--- config.mk ---
export PLATFORM = sky130hd
export DESIGN_NAME = sync_length_frame_receiver_unit_flat
export DESIGN_NICKNAME = d
export VERILOG_FILES = /design/src/hdl/slfr_pkg.sv /design/src/hdl/slfr_in_if.sv /design/src/hdl/slfr_out_if.sv /design/src/hdl/slfr_front.sv /design/src/hdl/slfr_queue.sv /design/src/hdl/slfr_back.sv /design/src/hdl/sync_length_frame_receiver_unit.sv /design/src/flat_wrapper.sv
export SDC_FILE = /design/constraint.sdc
export NUM_CORES = 1
export LEC_CHECK = 0
export CAP_MARGIN = 15
export CORE_AREA = 4 4 210 212
export CTS_CLUSTER_DIAMETER = 150
export DETAILED_ROUTE_END_ITERATION = 8
export DIE_AREA = 0 0 214 216
export DONT_BUFFER_PORTS = 1
export PLACE_DENSITY_LB_ADDON = 0.15
export SLEW_MARGIN = 20
export SYNTH_ARGS = -nofsm -noshare
export SYNTH_HDL_FRONTEND = slang
export SYNTH_HIERARCHICAL = 1
export SYNTH_SLANG_ARGS = --single-unit
--- constraint.sdc ---
create_clock -name i_clk -period 6.21 [get_ports i_clk]
set_input_delay 0.621 -clock i_clk [delete_from_list [all_inputs] [get_ports i_clk]]
set_output_delay 0.621 -clock i_clk [all_outputs]
set_load 0.005 [all_outputs]
--- src/hdl/slfr_pkg.sv ---
// Package for the sync/length frame receiver.
// Holds shared types, configuration register codes and reset values.
// No dependencies.
`timescale 1ns / 1ps
`default_nettype none

package slfr_pkg;

    // Configuration register indexes.
    localparam int unsigned CFG_IDX_W = 2;
    localparam logic [CFG_IDX_W-1:0] CFG_SYNC_FIRST  = 2'd0;
    localparam logic [CFG_IDX_W-1:0] CFG_SYNC_SECOND = 2'd1;
    localparam logic [CFG_IDX_W-1:0] CFG_WRITE_CODE  = 2'd2;
    localparam logic [CFG_IDX_W-1:0] CFG_DROP_WRITES = 2'd3;
    localparam int unsigned CFG_DATA_W = 8;

    // Reset values of the configuration registers.
    localparam logic [7:0] SYNC_FIRST_RST  = 8'd90;
    localparam logic [7:0] SYNC_SECOND_RST = 8'd165;
    localparam logic [7:0] WRITE_CODE_RST  = 8'd130;
    localparam logic       DROP_WRITES_RST = 1'b0;

    // Fixed positions inside a frame, counted after the sync pair.
    localparam logic [7:0] LENGTH_POS = 8'd0;
    localparam logic [7:0] CMD_POS    = 8'd1;

    // Configuration seen by the front end.
    typedef struct packed {
        logic [7:0] sync_first;
        logic [7:0] sync_second;
        logic [7:0] write_code;
        logic       drop_writes;
    } t_cfg;

    // One write into the frame buffers.
    typedef struct packed {
        logic       en;
        logic       bank;
        logic [7:0] pos;
        logic [7:0] data;
    } t_store_wr;

    // A completed frame waiting to be sent: its buffer bank and its length.
    typedef struct packed {
        logic       bank;
        logic [7:0] len;
    } t_frame_desc;

endpackage

`default_nettype wire

--- src/hdl/slfr_in_if.sv ---
// Input channel of the frame receiver: one received serial byte per transfer.
// No dependencies.
`timescale 1ns / 1ps
`default_nettype none

interface slfr_in_if;
    logic       valid;
    logic       ready;
    logic [7:0] rx_byte;

    modport source (output valid, output rx_byte, input ready);
    modport sink   (input valid, input rx_byte, output ready);
endinterface

`default_nettype wire

--- src/hdl/slfr_out_if.sv ---
// Output channel of the frame receiver: one frame byte per transfer.
// No dependencies.
`timescale 1ns / 1ps
`default_nettype none

interface slfr_out_if;
    logic       valid;
    logic       ready;
    logic [7:0] frame_byte;
    logic [4:0] byte_index;
    logic       last_byte;

    modport source (output valid, output frame_byte, output byte_index,
                    output last_byte, input ready);
    modport sink   (input valid, input frame_byte, input byte_index,
                    input last_byte, output ready);
endinterface

`default_nettype wire

--- src/hdl/slfr_front.sv ---
// Front end of the frame receiver: sync hunt, length tracking, timeout,
// write filter and buffer writes. Depends on slfr_pkg and slfr_in_if.
`timescale 1ns / 1ps
`default_nettype none

module slfr_front
    import slfr_pkg::*;
#(
    parameter int unsigned TIMEOUT_BYTES = 20
) (
    input  wire         i_clk,
    input  wire         i_rst_n,
    slfr_in_if.sink     i_rx,
    input  t_cfg        i_cfg,
    input  wire         i_q_full,
    output t_store_wr   o_wr,
    output logic        o_push,
    output t_frame_desc o_desc
);

    localparam int unsigned CW = $clog2(TIMEOUT_BYTES + 2);

    logic          r_in_frame, n_in_frame;
    logic [7:0]    r_prev, n_prev;
    logic [7:0]    r_len, n_len;
    logic [CW-1:0] r_count, n_count;
    logic [7:0]    r_cmd, n_cmd;
    logic          r_bank, n_bank;

    logic          accept;
    logic [7:0]    b;
    logic [CW-1:0] count_inc;
    logic [7:0]    count_ext;
    logic [7:0]    cmd_now;
    logic          drop;

    // A frame byte waits while both buffers hold frames not yet sent.
    assign i_rx.ready = !r_in_frame || !i_q_full;
    assign accept     = i_rx.valid && i_rx.ready;
    assign b          = i_rx.rx_byte;
    assign count_inc  = r_count + 1'b1;
    assign count_ext  = 8'(r_count);

    // The command byte is this byte when it lands at the command position.
    assign cmd_now = (count_ext == CMD_POS) ? b : r_cmd;
    assign drop    = i_cfg.drop_writes && (cmd_now == i_cfg.write_code);

    // Next-state logic for one accepted byte.
    always_comb begin
        n_in_frame = r_in_frame;
        n_prev     = r_prev;
        n_len      = r_len;
        n_count    = r_count;
        n_cmd      = r_cmd;
        n_bank     = r_bank;
        o_wr.en    = 1'b0;
        o_wr.bank  = r_bank;
        o_wr.pos   = count_ext;
        o_wr.data  = b;
        o_push     = 1'b0;
        o_desc.bank = r_bank;
        o_desc.len  = r_len;
        if (accept) begin
            if (!r_in_frame) begin
                if (b == i_cfg.sync_second && r_prev == i_cfg.sync_first) begin
                    n_in_frame = 1'b1;
                    n_count    = '0;
                end else begin
                    n_prev = b;
                end
            end else begin
                o_wr.en = 1'b1;
                if (count_ext == CMD_POS) begin
                    n_cmd = b;
                end
                if (count_ext == LENGTH_POS) begin
                    n_len   = b;
                    n_count = count_inc;
                end else if (count_ext == r_len) begin
                    // Frame complete: hand it to the back end unless filtered.
                    n_in_frame = 1'b0;
                    n_count    = '0;
                    if (!drop) begin
                        o_push = 1'b1;
                        n_bank = !r_bank;
                    end
                end else if (count_inc > CW'(TIMEOUT_BYTES)) begin
                    n_in_frame = 1'b0;
                    n_count    = '0;
                end else begin
                    n_count = count_inc;
                end
            end
        end
    end

    // State registers.
    always_ff @(posedge i_clk) begin
        if (!i_rst_n) begin
            r_in_frame <= 1'b0;
            r_prev     <= '0;
            r_len      <= '0;
            r_count    <= '0;
            r_cmd      <= '0;
            r_bank     <= 1'b0;
        end else begin
            r_in_frame <= n_in_frame;
            r_prev     <= n_prev;
            r_len      <= n_len;
            r_count    <= n_count;
            r_cmd      <= n_cmd;
            r_bank     <= n_bank;
        end
    end

endmodule

`default_nettype wire

--- src/hdl/slfr_queue.sv ---
// Two-entry queue of completed frame descriptors between front and back end.
// Depends on slfr_pkg.
`timescale 1ns / 1ps
`default_nettype none

module slfr_queue
    import slfr_pkg::*;
(
    input  wire         i_clk,
    input  wire         i_rst_n,
    input  wire         i_push,
    input  t_frame_desc i_desc,
    output logic        o_full,
    input  wire         i_pop,
    output logic        o_valid,
    output t_frame_desc o_desc
);

    t_frame_desc r_ent [2];
    logic [1:0]  r_count;
    logic        r_wr_ptr;
    logic        r_rd_ptr;

    assign o_full  = r_count[1];
    assign o_valid = (r_count != 2'd0);
    assign o_desc  = r_ent[r_rd_ptr];

    // Entry storage.
    always_ff @(posedge i_clk) begin
        if (i_push) begin
            r_ent[r_wr_ptr] <= i_desc;
        end
    end

    // Pointers and fill count.
    always_ff @(posedge i_clk) begin
        if (!i_rst_n) begin
            r_count  <= 2'd0;
            r_wr_ptr <= 1'b0;
            r_rd_ptr <= 1'b0;
        end else begin
            if (i_push) begin
                r_wr_ptr <= !r_wr_ptr;
            end
            if (i_pop) begin
                r_rd_ptr <= !r_rd_ptr;
            end
            if (i_push && !i_pop) begin
                r_count <= r_count + 2'd1;
            end else if (i_pop && !i_push) begin
                r_count <= r_count - 2'd1;
            end
        end
    end

endmodule

`default_nettype wire

--- src/hdl/slfr_back.sv ---
// Back end of the frame receiver: two frame buffers and the sender that
// streams a completed frame out. Depends on slfr_pkg and slfr_out_if.
`timescale 1ns / 1ps
`default_nettype none

module slfr_back
    import slfr_pkg::*;
#(
    parameter int unsigned TIMEOUT_BYTES = 20
) (
    input  wire         i_clk,
    input  wire         i_rst_n,
    input  t_store_wr   i_wr,
    input  wire         i_q_valid,
    input  t_frame_desc i_desc,
    output logic        o_pop,
    slfr_out_if.source  o_frame
);

    localparam int unsigned IW    = $clog2(TIMEOUT_BYTES + 1);
    localparam int unsigned DEPTH = 2 ** (IW + 1);

    // Two banks of frame bytes, one frame each.
    logic [7:0]    r_mem [DEPTH];

    logic          r_active;
    logic          r_bank;
    logic [IW-1:0] r_idx;
    logic [7:0]    r_len;
    logic          r_out_valid;
    logic [7:0]    r_out_byte;
    logic [4:0]    r_out_index;
    logic          r_out_last;

    logic          start;
    logic          load;
    logic          at_last;

    // The head descriptor stays queued until its last byte has been read, so
    // its bank cannot be refilled by the front end while it is being sent.
    assign start   = !r_active && i_q_valid;
    assign load    = r_active && (!r_out_valid || o_frame.ready);
    assign at_last = (8'(r_idx) == r_len);
    assign o_pop   = load && at_last;

    assign o_frame.valid      = r_out_valid;
    assign o_frame.frame_byte = r_out_byte;
    assign o_frame.byte_index = r_out_index;
    assign o_frame.last_byte  = r_out_last;

    // Buffer write from the front end.
    always_ff @(posedge i_clk) begin
        if (i_wr.en) begin
            r_mem[{i_wr.bank, i_wr.pos[IW-1:0]}] <= i_wr.data;
        end
    end

    // Registered read straight into the output register.
    always_ff @(posedge i_clk) begin
        if (load) begin
            r_out_byte  <= r_mem[{r_bank, r_idx}];
            r_out_index <= 5'(r_idx);
            r_out_last  <= at_last;
        end
    end

    // Frame sequencing and output valid.
    always_ff @(posedge i_clk) begin
        if (!i_rst_n) begin
            r_active    <= 1'b0;
            r_bank      <= 1'b0;
            r_idx       <= '0;
            r_len       <= '0;
            r_out_valid <= 1'b0;
        end else begin
            if (start) begin
                r_active <= 1'b1;
                r_bank   <= i_desc.bank;
                r_len    <= i_desc.len;
                r_idx    <= '0;
            end else if (load) begin
                if (at_last) begin
                    r_active <= 1'b0;
                end else begin
                    r_idx <= r_idx + 1'b1;
                end
            end
            if (load) begin
                r_out_valid <= 1'b1;
            end else if (o_frame.ready) begin
                r_out_valid <= 1'b0;
            end
        end
    end

endmodule

`default_nettype wire

--- src/hdl/sync_length_frame_receiver_unit.sv ---
// Top level of the sync/length frame receiver: configuration registers and
// the front end, descriptor queue and back end. Depends on slfr_pkg and
// the slfr modules and interfaces.
//
//  Port      | Dir | Carries
//  ----------+-----+------------------------------------------------
//  i_rx      | in  | rx_byte, one received serial byte per transfer
//  o_frame   | out | frame_byte, byte_index, last_byte per transfer
//  i_cfg_*   | in  | register write: enable, index, data
//
// Received bytes are taken one per cycle; the front end only holds off a
// frame byte while both frame buffers hold frames still being sent.
// A frame of length L leaves as L+1 transfers, one per cycle while o_frame
// is ready; its first byte follows a descriptor fetch, then a buffer read
// into the output register, and the next frame is fetched only after the
// last byte of the one before has been read.
// Reset is synchronous and active low; the frame buffers need no clearing.
// The output register lets the back end stall without stopping the front.
`timescale 1ns / 1ps
`default_nettype none

module sync_length_frame_receiver_unit
    import slfr_pkg::*;
#(
    parameter int unsigned TIMEOUT_BYTES = 20
) (
    input  wire                  i_clk,
    input  wire                  i_rst_n,
    slfr_in_if.sink              i_rx,
    slfr_out_if.source           o_frame,
    input  wire                  i_cfg_we,
    input  wire [CFG_IDX_W-1:0]  i_cfg_idx,
    input  wire [CFG_DATA_W-1:0] i_cfg_data
);

    t_cfg        r_cfg;
    t_store_wr   wr;
    logic        push;
    t_frame_desc push_desc;
    logic        q_full;
    logic        q_valid;
    logic        pop;
    t_frame_desc pop_desc;

    // Configuration register writes.
    always_ff @(posedge i_clk) begin
        if (!i_rst_n) begin
            r_cfg.sync_first  <= SYNC_FIRST_RST;
            r_cfg.sync_second <= SYNC_SECOND_RST;
            r_cfg.write_code  <= WRITE_CODE_RST;
            r_cfg.drop_writes <= DROP_WRITES_RST;
        end else if (i_cfg_we) begin
            case (i_cfg_idx)
                CFG_SYNC_FIRST:  r_cfg.sync_first  <= i_cfg_data;
                CFG_SYNC_SECOND: r_cfg.sync_second <= i_cfg_data;
                CFG_WRITE_CODE:  r_cfg.write_code  <= i_cfg_data;
                CFG_DROP_WRITES: r_cfg.drop_writes <= i_cfg_data[0];
                default: begin
                end
            endcase
        end
    end

    // Front end: sync hunt and frame capture.
    slfr_front #(
        .TIMEOUT_BYTES(TIMEOUT_BYTES)
    ) u_front (
        .i_clk   (i_clk),
        .i_rst_n (i_rst_n),
        .i_rx    (i_rx),
        .i_cfg   (r_cfg),
        .i_q_full(q_full),
        .o_wr    (wr),
        .o_push  (push),
        .o_desc  (push_desc)
    );

    // Queue of completed frames.
    slfr_queue u_queue (
        .i_clk  (i_clk),
        .i_rst_n(i_rst_n),
        .i_push (push),
        .i_desc (push_desc),
        .o_full (q_full),
        .i_pop  (pop),
        .o_valid(q_valid),
        .o_desc (pop_desc)
    );

    // Back end: frame buffers and byte sender.
    slfr_back #(
        .TIMEOUT_BYTES(TIMEOUT_BYTES)
    ) u_back (
        .i_clk    (i_clk),
        .i_rst_n  (i_rst_n),
        .i_wr     (wr),
        .i_q_valid(q_valid),
        .i_desc   (pop_desc),
        .o_pop    (pop),
        .o_frame  (o_frame)
    );

endmodule

`default_nettype wire

--- src/flat_wrapper.sv ---
// flat-port wrapper written by rule: the top's interface ports become plain ports
module sync_length_frame_receiver_unit_flat import slfr_pkg::*;
#(
    parameter int unsigned TIMEOUT_BYTES = 20
)
  (i_clk, i_rst_n, i_cfg_we, i_cfg_idx, i_cfg_data, i_rx_valid, i_rx_rx_byte, i_rx_ready, o_frame_valid, o_frame_frame_byte, o_frame_byte_index, o_frame_last_byte, o_frame_ready);
  slfr_in_if i_rx_i ();
  slfr_out_if o_frame_i ();
  input  wire i_clk;
  input  wire i_rst_n;
  input  wire i_cfg_we;
  input  wire [CFG_IDX_W-1:0] i_cfg_idx;
  input  wire [CFG_DATA_W-1:0] i_cfg_data;
  input wire logic [$bits(i_rx_i.valid)-1:0] i_rx_valid;
  input wire logic [$bits(i_rx_i.rx_byte)-1:0] i_rx_rx_byte;
  output wire logic [$bits(i_rx_i.ready)-1:0] i_rx_ready;
  output wire logic [$bits(o_frame_i.valid)-1:0] o_frame_valid;
  output wire logic [$bits(o_frame_i.frame_byte)-1:0] o_frame_frame_byte;
  output wire logic [$bits(o_frame_i.byte_index)-1:0] o_frame_byte_index;
  output wire logic [$bits(o_frame_i.last_byte)-1:0] o_frame_last_byte;
  input wire logic [$bits(o_frame_i.ready)-1:0] o_frame_ready;
  assign i_rx_i.valid = i_rx_valid;
  assign i_rx_i.rx_byte = i_rx_rx_byte;
  assign i_rx_ready = i_rx_i.ready;
  assign o_frame_valid = o_frame_i.valid;
  assign o_frame_frame_byte = o_frame_i.frame_byte;
  assign o_frame_byte_index = o_frame_i.byte_index;
  assign o_frame_last_byte = o_frame_i.last_byte;
  assign o_frame_i.ready = o_frame_ready;
  sync_length_frame_receiver_unit #(.TIMEOUT_BYTES(TIMEOUT_BYTES)) u_core (.i_clk(i_clk), .i_rst_n(i_rst_n), .i_rx(i_rx_i), .o_frame(o_frame_i), .i_cfg_we(i_cfg_we), .i_cfg_idx(i_cfg_idx), .i_cfg_data(i_cfg_data));
endmodule
Word level (Yosys, flattened, before mapping)
Memories as Yosys holds them, arrays and structs flattened. A register that Yosys moved wholly into a read port is not among the register bits.
Cells that the tools add are included.
W data, S select, Z words.
{ "classes": {"n_addsub": 4, "order_cmp": 1, "n_eq_ne": 9, "muxes": 29, "bitwise_logic": 6, "reduce_logical": 40} }
{ "ops": {"columns": ["op", "count"], "rows": [
  ["$mux W5", 5],
  ["$eq A8 B8 Y1", 3],
  ["$mux W1", 21],
  ["$eq A5 B8 Y1", 2],
  ["$reduce_and A2 Y1", 8],
  ["$reduce_bool A2 Y1", 6],
  ["$add A5 B1 Y5 const B", 2],
  ["$logic_not A1 Y1", 10],
  ["$logic_and A1 B1 Y1", 8],
  ["$logic_not A8 Y1", 1],
  ["$mux W8", 1],
  ["$not A1 Y1", 6],
  ["$reduce_and A3 Y1", 2],
  ["$eq A5 B1 Y1 const B", 1],
  ["$gt A5 B5 Y1 const B", 1],
  ["$reduce_and A5 Y1", 1],
  ["$eq A2 B2 Y1 const B", 2],
  ["$mux W2", 2],
  ["$add A2 B1 Y2 const B", 1],
  ["$eq A2 B1 Y1 const B", 1],
  ["$logic_not A2 Y1", 1],
  ["$logic_or A1 B1 Y1", 2],
  ["$reduce_or A2 Y1", 1],
  ["$sub A2 B1 Y2 const B", 1]
]} }
{ "totals": {"reg_bits": 73, "mem_bits_rw": 530, "in_bits": 23, "output_inout_bits": 16, "elab_cells": 109, "memories": 2} }
{ "mem_list": {"columns": ["name", "words", "width", "read_ports", "rd_ports_with_merged_regs", "write_ports", "line", "rtl"], "rows": [
  ["u_core.u_back.r_mem", 64, 8, 1, 1, 1, "slfr_back.sv:24", "logic [7:0] r_mem [DEPTH];"],
  ["u_core.u_queue.r_ent", 2, 9, 1, 1, 1, "slfr_queue.sv:19", "t_frame_desc r_ent [2];"]
]} }

Depth between registers and ports, before layout
Gate-level depths: netlist of the first run.
{ "depth": {"ltp_word": 13, "mapped_depth": 12, "ltp_nobuf": 11} }

By module
Netlist of the first run, hierarchy kept.
{ "modules_own_cells": {"columns": ["mod", "n_inst", "cells_each", "area_per_inst_um2", "seq_area_each_um2"], "rows": [
  ["slfr_back", 1, 1072, 21209.1, 16115.5],
  ["slfr_front", 1, 236, 2006.9, 620.6],
  ["sync_length_frame_receiver_unit", 1, 107, 1044.8, 500.5],
  ["slfr_queue", 1, 49, 859.6, 640.6]
]} }

Worst setup path before layout of the first run
OpenSTA, ideal clock, no wires.
{ "synth_path": {"path_kind": "register to register", "startpoint": "reg u_core.u_front.r_count[0]", "endpoint": "mem u_core/u_queue/r_ent[0][0] (netlist name) (enable)", "setup_time_ps": 377, "arrival_time_ps": 2561, "required_ps": 5833, "path_slack_ps": 3272, "stages_incl_launch_ff": 8, "n_path_buf": 2, "period_less_slack_ps": 2938, "cell_sequence": "dfxtp_1 -> ha_1 -> or4b_4 -> buf_6 -> buf_6 -> a41o_1 -> a311oi_1 -> nor2b_1"} }
{ "synth_via": {"elab_chain_len": 11, "word_cells_on_any_way": 13, "cone_classes": "3 x eq/ne; 8 x mux; 2 x reduce/logical"} }
{ "synth_lines": {"columns": ["item", "line", "rtl"], "rows": [
  ["start: declaration", "slfr_front.sv:26", "logic [CW-1:0] r_count, n_count;"],
  ["start signal: assignment", "slfr_front.sv:110", "r_count <= n_count;"],
  ["$eq A5 B1 Y1", "slfr_front.sv:45", "assign cmd_now = (count_ext == CMD_POS) ? b : r_cmd;"],
  ["$mux W8", null, null],
  ["$eq A8 B8 Y1", "slfr_front.sv:46", "assign drop = i_cfg.drop_writes && (cmd_now == i_cfg.write_code);"],
  ["$logic_and A1 B1 Y1", "slfr_front.sv:46", null],
  ["$mux W1", "slfr_front.sv:83", "if (!drop) begin"],
  ["$mux W1", "slfr_front.sv:79", "end else if (count_ext == r_len) begin"],
  ["$mux W1 (*)", "slfr_front.sv:76", "if (count_ext == LENGTH_POS) begin"],
  ["$mux W1 (*)", "slfr_front.sv:64", "if (!r_in_frame) begin"],
  ["$mux W1 (*)", "slfr_front.sv:63", "if (accept) begin"],
  ["via u_core.push", "sync_length_frame_receiver_unit.sv:38", "logic push;"],
  ["$mux W1 (*)", "slfr_queue.sv:30", "if (i_push) begin"],
  ["$mux W1 (not written as such) (*)", "slfr_queue.sv:31", "r_ent[r_wr_ptr] <= i_desc;"],
  ["end: declaration", "slfr_queue.sv:19", null]
]} }
The timed path passes the listed nets; every way through them passes the cells marked *.

==> impl_metrics.prom, run 1 <==
# TYPE chip_impl_metric gauge
chip_impl_metric{name="n_fill_cell",unit=""} 2959
chip_impl_metric{name="place.detailed.instances",unit=""} 1915
chip_impl_info{name="crit_path_cell_trace",value="or3b_1 > o22ai_1 > a211oi_1 > o21ai_0 > and4_1"} 1
chip_impl_metric{name="io_buffers",unit=""} 0
chip_impl_metric{name="syn-num-nets",unit=""} 1488
chip_impl_metric{name="crit_fanout",unit=""} 48
chip_impl_metric{name="dieArea",unit="mm²"} 0.0462
chip_impl_info{name="top_usage_layer",value="met2"} 1
chip_impl_metric{name="detail_route.first_pass.iterations",unit=""} 5
chip_impl_metric{name="drtAntennaViolNets",unit=""} 0
chip_impl_metric{name="critical_path_depth",unit=""} 5
chip_impl_metric{name="skew",unit="ns"} 0.0221
chip_impl_info{name="hp-class",value="in2reg"} 1
chip_impl_metric{name="clock_latency",unit="ns"} 0.61
chip_impl_metric{name="synthesized_area_per_cell",unit="µm²"} 17.2
chip_impl_metric{name="synth.cell_area",unit="mm²"} 0.0251
chip_impl_metric{name="number_of_global_route_vias_before_repair",unit=""} 12800
chip_impl_metric{name="top_level_ports",unit=""} 39
chip_impl_metric{name="slew-limit-headroom",unit="%"} 32.4
chip_impl_metric{name="final.hold.worst_slack",unit="ns"} 0.113
chip_impl_info{name="worstSetupEndpoint",value="u_core/u_back/o_frame.frame_byte[4]$_DFFE_PP_"} 1
chip_impl_metric{name="gr-usage-met3",unit="%"} 4.54
chip_impl_metric{name="nets",unit=""} 1465
chip_impl_metric{name="globalplace.congestion",unit=""} 0.842
chip_impl_info{name="clock-root-buffer",value="clkbuf_16"} 1
chip_impl_metric{name="route.detailed.wl_per_inst",unit="µm"} 26.7
chip_impl_metric{name="fmaxAchievable",unit="MHz"} 287
chip_impl_metric{name="grt_start_max_net_pins",unit=""} 88
chip_impl_metric{name="critPathArrivalTime",unit="ns"} 3.85
chip_impl_metric{name="power.combinational.fraction",unit="%"} 0.6
chip_impl_metric{name="postSynthCellCount",unit=""} 1460
chip_impl_info{name="rsz0062_at_grt",value="false"} 1
chip_impl_metric{name="total_leakage_power",unit="nW"} 8.30
chip_impl_metric{name="power.net_switching",unit="mW"} 1.47
chip_impl_info{name="launching_instance_or_port_of_the_critical_path",value="u_core/u_back/r_idx[0]$_SDFFE_PP0P_"} 1
chip_impl_metric{name="max_slew.worst_pin.slew",unit="ns"} 1.01
chip_impl_metric{name="die_width",unit="µm"} 214
chip_impl_metric{name="max-cap-violations",unit=""} 0
chip_impl_metric{name="grt_antenna_before_repair",unit=""} 0
chip_impl_metric{name="final_min_period_over_clock_period",unit="%"} 56.2
chip_impl_info{name="worst-setup-path-type",value="reg2reg"} 1
chip_impl_metric{name="postLayoutSetupSlackWorst",unit="ns"} 2.72
chip_impl_metric{name="grt.total_usage",unit="%"} 23.4
chip_impl_metric{name="finalHoldViolations",unit=""} 0
chip_impl_metric{name="fp.dieH",unit="µm"} 216
chip_impl_metric{name="postRouteWirelength",unit="µm"} 53900
chip_impl_info{name="critical-path-slowest-cell",value="dfxtp_4"} 1
chip_impl_metric{name="core",unit="mm²"} 0.0419
chip_impl_metric{name="cts_resized",unit=""} 0
chip_impl_metric{name="cts.reportedPaths.clkPinSlew",unit="ns"} 0.06
chip_impl_metric{name="post-cts-setup-buffer-count",unit=""} 0
chip_impl_metric{name="finalSetupViolCount",unit=""} 0
chip_impl_metric{name="share_clk_of_total_power",unit="%"} 42.7
chip_impl_info{name="critPathTopFamily",value="compound AO/OA/AOI/OAI gates"} 1
chip_impl_metric{name="timing.critical_path.required",unit="ns"} 6.57
chip_impl_metric{name="met2_usage",unit="%"} 38.0
chip_impl_metric{name="h-tree-depth",unit=""} 2
chip_impl_metric{name="place.detailed.hpwl",unit="µm"} 31700
chip_impl_metric{name="timing.setup.tns",unit="ns"} 0
chip_impl_metric{name="grt_first_pass_wirelength",unit="µm"} 82000
chip_impl_metric{name="final-instance-count-excl-fill",unit=""} 2022
chip_impl_metric{name="critPathBufInv",unit=""} 0
chip_impl_metric{name="critical_path.max_stage_delay",unit="ns"} 0.94
chip_impl_metric{name="ctsLongestPathBuffers",unit=""} 3
chip_impl_metric{name="tritoncts_num_sinks",unit=""} 621
chip_impl_metric{name="setup.reg_to_reg.worst_slack",unit="ns"} 2.72
chip_impl_info{name="worst_r2r_endpoint",value="u_core/u_back/o_frame.frame_byte[4]$_DFFE_PP_"} 1
chip_impl_metric{name="p_int",unit="mW"} 6.54
chip_impl_metric{name="finalMaxSlewViolations",unit=""} 0
chip_impl_metric{name="gr-total-overflow",unit=""} 0
chip_impl_metric{name="irDropWorstVdd",unit="mV"} 0.293
chip_impl_metric{name="vias_per_cell",unit=""} 6.34
chip_impl_metric{name="grtUsageMet1",unit="%"} 33.3
chip_impl_metric{name="sw_frac_of_total",unit="%"} 18.4
chip_impl_metric{name="drc",unit=""} 0
chip_impl_metric{name="sequentialPowerShare",unit="%"} 56.7
chip_impl_metric{name="place_worst_setup_slack",unit="ns"} 2.67
chip_impl_metric{name="initial_utilization",unit="%"} 59.8
chip_impl_metric{name="cts_hold_buf",unit=""} 0
chip_impl_info{name="end_kind",value="flop"} 1
chip_impl_info{name="cts_tree",value="yes"} 1
chip_impl_metric{name="drive_above_1_share",unit="%"} 14.2
chip_impl_metric{name="p_per_area",unit="mW/mm²"} 296
chip_impl_metric{name="first_iter_violations",unit=""} 1230
chip_impl_metric{name="flow.area_growth_from_synthesis",unit="%"} 8.03
chip_impl_metric{name="period_minus_slack",unit="ns"} 3.49
chip_impl_metric{name="ant_diodes",unit=""} 0
chip_impl_metric{name="timing.reg2reg.worst_path_depth",unit=""} 5
chip_impl_metric{name="postLayoutCoreUtil",unit="%"} 64.6
chip_impl_metric{name="route.vias.total",unit=""} 12800
chip_impl_info{name="crit_path_start_kind",value="flop"} 1
chip_impl_info{name="outcome",value="finished clean"} 1
chip_impl_metric{name="yosysWarnings",unit=""} 6
chip_impl_metric{name="fp-row-count",unit=""} 75
chip_impl_metric{name="tritoncts.num_buffers",unit=""} 59
chip_impl_info{name="regToRegStartpoint",value="u_core/u_back/r_idx[0]$_SDFFE_PP0P_"} 1
[through the flow]
stage                     instance area, µm²  total power [mW]
final                                  27100              8.02
after CTS                              27100              8.08
after floorplan                        25100              4.71
after global routing                   27100              8.28
after detailed placement               25300              4.68
after global placement                 25300              4.68
[flip-flops by register name, summed over array words and instances, names as in the netlist, 2 cells and up, named ones only]
signal                            flops
u_core/u_front/r_cmd                  8
u_core/u_queue/r_count                2
u_core/r_cfg                         25
u_core/u_queue/r_ent                 18
u_core/u_back/o_frame.frame_byte      8
u_core/u_front/r_len                  8
u_core/u_back/o_frame.byte_index      5
u_core/u_back/r_idx                   5
u_core/u_front/r_prev                 8
u_core/u_back/r_mem                 512
u_core/u_front/r_count                5
u_core/u_back/r_len                   8
[worst reg2reg max path, cell delays in order, from the launching register on]
cell	delay, ns
dfxtp_4	0.94
or3b_1	0.79
o22ai_1	0.23
a211oi_1	0.69
o21ai_0	0.33
and4_1	0.27
[per-layer routing]
metal / vias to the layer above / share of wire [%]
li1: 5694 / -
met1: 6646 / 42
met2: 393 / 49
met5: - / 0
met4: 0 / 2.3
met3: 85 / 6.3
[power by group through the flow]
stage	Combinational (mW)	Sequential, mW	Clock (mW)
finish	0.0468	4.54	3.43
global route	0.0515	4.54	3.68
CTS	0.0470	4.54	3.49
detailed placement	0.0466	4.63	0
global placement	0.0463	4.63	0
floorplan	0.0760	4.63	0
[cell type report]
cell class / instances / area (µm²) / share of cell area [%]
sequential: 621 / 17900 / 66.0
multi-input combinational: 727 / 6540 / 24.1
clock buffer: 88 / 1680 / 6.20
tap: 539 / 674 / 2.49
clock inverter: 19 / 164 / 0.605
timing repair buffer: 8 / 85.1 / 0.314
inverter: 20 / 75.1 / 0.277
[worst min-delay path by stage]
| stage | startpoint | to | slack [ns] | cells past startpoint |
|---|---|---|---|---|
| after floorplan | u_core/u_back/r_idx[2]$_SDFFE_PP0P_ | u_core/u_back/o_frame.byte_index[2]$_DFFE_PP_ | 0.40 | 0 |
| after global placement | u_core/r_cfg[10]$_SDFFE_PN0P_ | u_core/r_cfg[10]$_SDFFE_PN0P_ | 0.46 | 2 |
| after detailed placement | u_core/r_cfg[12]$_SDFFE_PN0P_ | u_core/r_cfg[12]$_SDFFE_PN0P_ | 0.46 | 2 |
| after CTS | i_rst_n | u_core/r_cfg[14]$_SDFFE_PN1P_ | 0.07 | 1 |
| after global routing | i_rx_rx_byte[0] | u_core/u_back/r_mem[36][0]$_DFFE_PP_ | 0.09 | 0 |
| final | i_rst_n | u_core/r_cfg[21]$_SDFFE_PN1P_ | 0.11 | 1 |
[placed cells by master (no fill, tap or decap), types with 8 or more instances in the layout]
cell,count
mux4_2,94
o21ai_0,25
mux2_2,13
xnor2_1,28
nand3_1,21
clkbuf_16,62
nand4_1,8
nand2b_1,8
and2_1,8
a21boi_0,23
a21oi_1,12
clkbuf_1,22
o22ai_1,33
clkinv_2,8
nor2_1,83
mux2i_1,122
dfxtp_1,73
a211oi_1,27
edfxtp_1,544
nand2_1,73
xor2_1,16
inv_1,20
nor2b_1,29
Power figures use the tool's default switching activity.
==> inputs of run 2 (changes only) <==
--- a/config.mk
+++ b/config.mk
@@ -5,11 +5,12 @@
 export SDC_FILE = /design/constraint.sdc
 export NUM_CORES = 1
 export LEC_CHECK = 0
+export ABC_AREA = 1
 export CAP_MARGIN = 15
-export CORE_AREA = 4 4 210 212
+export CORE_AREA = 4 4 222 224
 export CTS_CLUSTER_DIAMETER = 150
 export DETAILED_ROUTE_END_ITERATION = 8
-export DIE_AREA = 0 0 214 216
+export DIE_AREA = 0 0 226 228
 export DONT_BUFFER_PORTS = 1
 export PLACE_DENSITY_LB_ADDON = 0.15
 export SLEW_MARGIN = 20
==> constraint.sdc (replaced) <==
create_clock -name i_clk -period 3.2 [get_ports i_clk]
set_input_delay 0.32 -clock i_clk [delete_from_list [all_inputs] [get_ports i_clk]]
set_output_delay 0.32 -clock i_clk [all_outputs]
set_load 0.005 [all_outputs]
==> run 2 against run 1 <==
Clock power is 120% higher. Register-to-register slack got worse by 2.1 ns. Synthesized cell count up 78%. Critical path depth increased by 9. Global-route usage grew 2.7 points. Sequential share of layout area decreased by 6.7 points. Hold slack lost 0.060 ns. Non-clock buffer count rose by 133. Power up 140%. Critical endpoint is now u_core/u_queue/r_ent[1][3]$_DFFE_PP_.
==> impl_metrics.prom, run 2 <==
# TYPE chip_impl_metric gauge
chip_impl_info{name="outcome",value="finished clean"} 1
chip_impl_metric{name="tritoncts.num_buffers",unit=""} 61
chip_impl_metric{name="max_slew.worst_pin.slew",unit="ns"} 0.984
chip_impl_metric{name="skew",unit="ns"} 0.0260
chip_impl_metric{name="postSynthCellCount",unit=""} 2606
chip_impl_metric{name="ant_diodes",unit=""} 0
chip_impl_metric{name="cts.reportedPaths.clkPinSlew",unit="ns"} 0.06
chip_impl_info{name="critical-path-slowest-cell",value="dfxtp_1"} 1
chip_impl_info{name="regToRegStartpoint",value="u_core/u_front/r_count[1]$_SDFFE_PN0P_"} 1
chip_impl_metric{name="flow.area_growth_from_synthesis",unit="%"} 12.8
chip_impl_info{name="worst-setup-path-type",value="reg2reg"} 1
chip_impl_metric{name="period_minus_slack",unit="ns"} 2.53
chip_impl_metric{name="power.total",unit="mW"} 18.9
chip_impl_metric{name="place_worst_setup_slack",unit="ns"} 0.675
chip_impl_metric{name="clock_latency",unit="ns"} 0.65
chip_impl_info{name="clock-root-buffer",value="clkbuf_16"} 1
chip_impl_metric{name="finalSetupViolCount",unit=""} 0
chip_impl_metric{name="post-cts-setup-buffer-count",unit=""} 0
chip_impl_metric{name="grt.total_usage",unit="%"} 26.1
chip_impl_metric{name="synth.cell_area",unit="mm²"} 0.0268
chip_impl_info{name="worst_r2r_endpoint",value="u_core/u_queue/r_ent[1][3]$_DFFE_PP_"} 1
chip_impl_metric{name="crit_fanout",unit=""} 16
chip_impl_info{name="rsz0062_at_grt",value="false"} 1
chip_impl_metric{name="total_leakage_power",unit="nW"} 11.8
chip_impl_metric{name="timing.critical_path.required",unit="ns"} 3.49
chip_impl_metric{name="n_fill_cell",unit=""} 3730
chip_impl_metric{name="p_per_area",unit="mW/mm²"} 626
chip_impl_metric{name="vias_per_cell",unit=""} 5.61
chip_impl_metric{name="setup.reg_to_reg.worst_slack",unit="ns"} 0.67
chip_impl_metric{name="synthesized_area_per_cell",unit="µm²"} 10.3
chip_impl_info{name="crit_path_cell_trace",value="inv_1 > ha_1 > inv_1 > nor2_4 > nand2_8 > nand2_1 > o21ai_2 > o21ai_0 > nor2_1 > nand2_1 > nor2_1 > a21boi_1 > nand2_1 > inv_1"} 1
chip_impl_metric{name="route.detailed.wl_per_inst",unit="µm"} 20.2
chip_impl_metric{name="place.detailed.hpwl",unit="µm"} 39000
chip_impl_metric{name="gr-usage-met3",unit="%"} 4.18
chip_impl_info{name="cts_tree",value="yes"} 1
chip_impl_info{name="top_usage_layer",value="met2"} 1
chip_impl_metric{name="max-cap-violations",unit=""} 0
chip_impl_metric{name="detailed_place.area",unit="mm²"} 0.0276
chip_impl_metric{name="gr-total-overflow",unit=""} 0
chip_impl_metric{name="critical_path.max_stage_delay",unit="ns"} 0.32
chip_impl_metric{name="finalMaxSlewViolations",unit=""} 0
chip_impl_metric{name="irDropWorstVdd",unit="mV"} 0.625
chip_impl_metric{name="drive_above_1_share",unit="%"} 8.85
chip_impl_metric{name="largest_reg_flops",unit=""} 512
chip_impl_metric{name="h-tree-depth",unit=""} 2
chip_impl_metric{name="top_level_ports",unit=""} 39
chip_impl_metric{name="globalplace.congestion",unit=""} 0.899
chip_impl_metric{name="fp.dieH",unit="µm"} 228
chip_impl_metric{name="grt_start_max_net_pins",unit=""} 230
chip_impl_info{name="mostFrequentLayoutCells",value="nand2_1, edfxtp_1, nand3_1"} 1
chip_impl_metric{name="number_of_global_route_vias_before_repair",unit=""} 18200
chip_impl_metric{name="timing.setup.tns",unit="ns"} 0
chip_impl_metric{name="met2_usage",unit="%"} 42.5
chip_impl_metric{name="syn-num-nets",unit=""} 2634
chip_impl_metric{name="core",unit="mm²"} 0.0473
chip_impl_metric{name="tritoncts_num_sinks",unit=""} 621
chip_impl_metric{name="grtUsageMet1",unit="%"} 36.3
chip_impl_metric{name="fp-row-count",unit=""} 80
chip_impl_metric{name="io_buffers",unit=""} 0
chip_impl_metric{name="grt_first_pass_wirelength",unit="µm"} 104000
chip_impl_metric{name="postRouteWirelength",unit="µm"} 67600
chip_impl_info{name="crit_path_start_kind",value="flop"} 1
chip_impl_metric{name="critPathArrivalTime",unit="ns"} 2.83
chip_impl_metric{name="detail_route.first_pass.iterations",unit=""} 6
chip_impl_metric{name="ctsLongestPathBuffers",unit=""} 3
chip_impl_info{name="launching_instance_or_port_of_the_critical_path",value="u_core/u_front/r_count[1]$_SDFFE_PN0P_"} 1
chip_impl_metric{name="final_min_period_over_clock_period",unit="%"} 79.2
chip_impl_info{name="final_common_cell",value="nand2_1"} 1
chip_impl_metric{name="grt_antenna_before_repair",unit=""} 0
chip_impl_metric{name="drtAntennaViolNets",unit=""} 0
chip_impl_metric{name="fmaxAchievable",unit="MHz"} 395
chip_impl_metric{name="timing.reg2reg.worst_path_depth",unit=""} 14
chip_impl_info{name="hp-class",value="in2reg"} 1
chip_impl_metric{name="route.vias.total",unit=""} 18700
chip_impl_info{name="worstSetupEndpoint",value="u_core/u_queue/r_ent[1][3]$_DFFE_PP_"} 1
chip_impl_metric{name="yosysWarnings",unit=""} 6
chip_impl_metric{name="nets",unit=""} 2699
chip_impl_metric{name="slew-limit-headroom",unit="%"} 34.4
chip_impl_metric{name="drc",unit=""} 0
chip_impl_metric{name="finalHoldViolations",unit=""} 0
chip_impl_metric{name="post-route-cell-area",unit="mm²"} 0.0302
chip_impl_metric{name="die_width",unit="µm"} 226
chip_impl_metric{name="dieArea",unit="mm²"} 0.0515
chip_impl_metric{name="first_iter_violations",unit=""} 1993
chip_impl_metric{name="initial_utilization",unit="%"} 56.5
chip_impl_info{name="end_kind",value="flop"} 1
chip_impl_metric{name="postLayoutSetupSlackWorst",unit="ns"} 0.665
[run 2: layer usage]
metal  share of wire, %  vias up
li1                   -     8812
met1                 41     9011
met2                 48      777
met3                7.8      129
met4                3.2        0
met5                  0        -
[run 2: how the worst min path moves through the flow]
| stage | from | end | slack, ns | cells after the start |
|---|---|---|---|---|
| 2_1_floorplan | u_core/u_back/r_idx[4]$_SDFFE_PP0P_ | u_core/u_back/o_frame.byte_index[4]$_DFFE_PP_ | 0.40 | 0 |
| 3_3_place_gp | i_rst_n | u_core/r_cfg[20]$_SDFFE_PN1P_ | 0.42 | 1 |
| 3_5_place_dp | i_rst_n | u_core/r_cfg[2]$_SDFFE_PN1P_ | 0.42 | 1 |
| 4_1_cts | i_cfg_idx[1] | u_core/r_cfg[18]$_SDFFE_PN1P_ | 0.01 | 4 |
| 5_1_grt | i_rx_rx_byte[5] | u_core/u_front/r_cmd[5]$_SDFFE_PN0P_ | 0.05 | 4 |
| 6_report | i_rx_rx_byte[6] | u_core/u_front/r_cmd[6]$_SDFFE_PN0P_ | 0.05 | 4 |
[run 2: cell type report]
cell class                 count  area (µm²)  area share, %
multi-input combinational   1600        7180           23.8
timing repair buffer         141        1350           4.47
clock inverter                37         442           1.46
tap                          615         769           2.55
inverter                     246         931           3.08
sequential                   621       17900           59.2
clock buffer                  78        1630           5.40
[run 2: critical path: cells and delay by family (launching register included)]
| family | cells | cell delay, ns |
|---|---|---|
| adder cells (fa/ha/maj) | 1 | 0.14 |
| AO/OA/AOI/OAI | 3 | 0.54 |
| buffers and inverters | 3 | 0.42 |
| flip-flops | 1 | 0.32 |
| AND/OR/NAND/NOR | 7 | 0.80 |
[run 2: what timing repair did]
action,4_1_cts,5_1_grt
endpoints found under the hold margin,579,0
resized for setup,0,0
hold buffers,41,0
[run 2: power breakdown]
part,total [mW],switching [mW],internal [mW]
clock,7.38,3.05,4.33
sequential,9.07,0.116,8.95
combinational,2.45,1.76,0.689
[run 2: per-stage QoR]
step,util (%),instances,hold slack [ns]
floorplan,-,2606,0.403
global placement,58.2,3182,0.417
detailed placement,58.2,3182,0.424
CTS,63.8,3338,0.0129
global route,63.8,3338,0.0540
finish,63.8,3338,0.0527
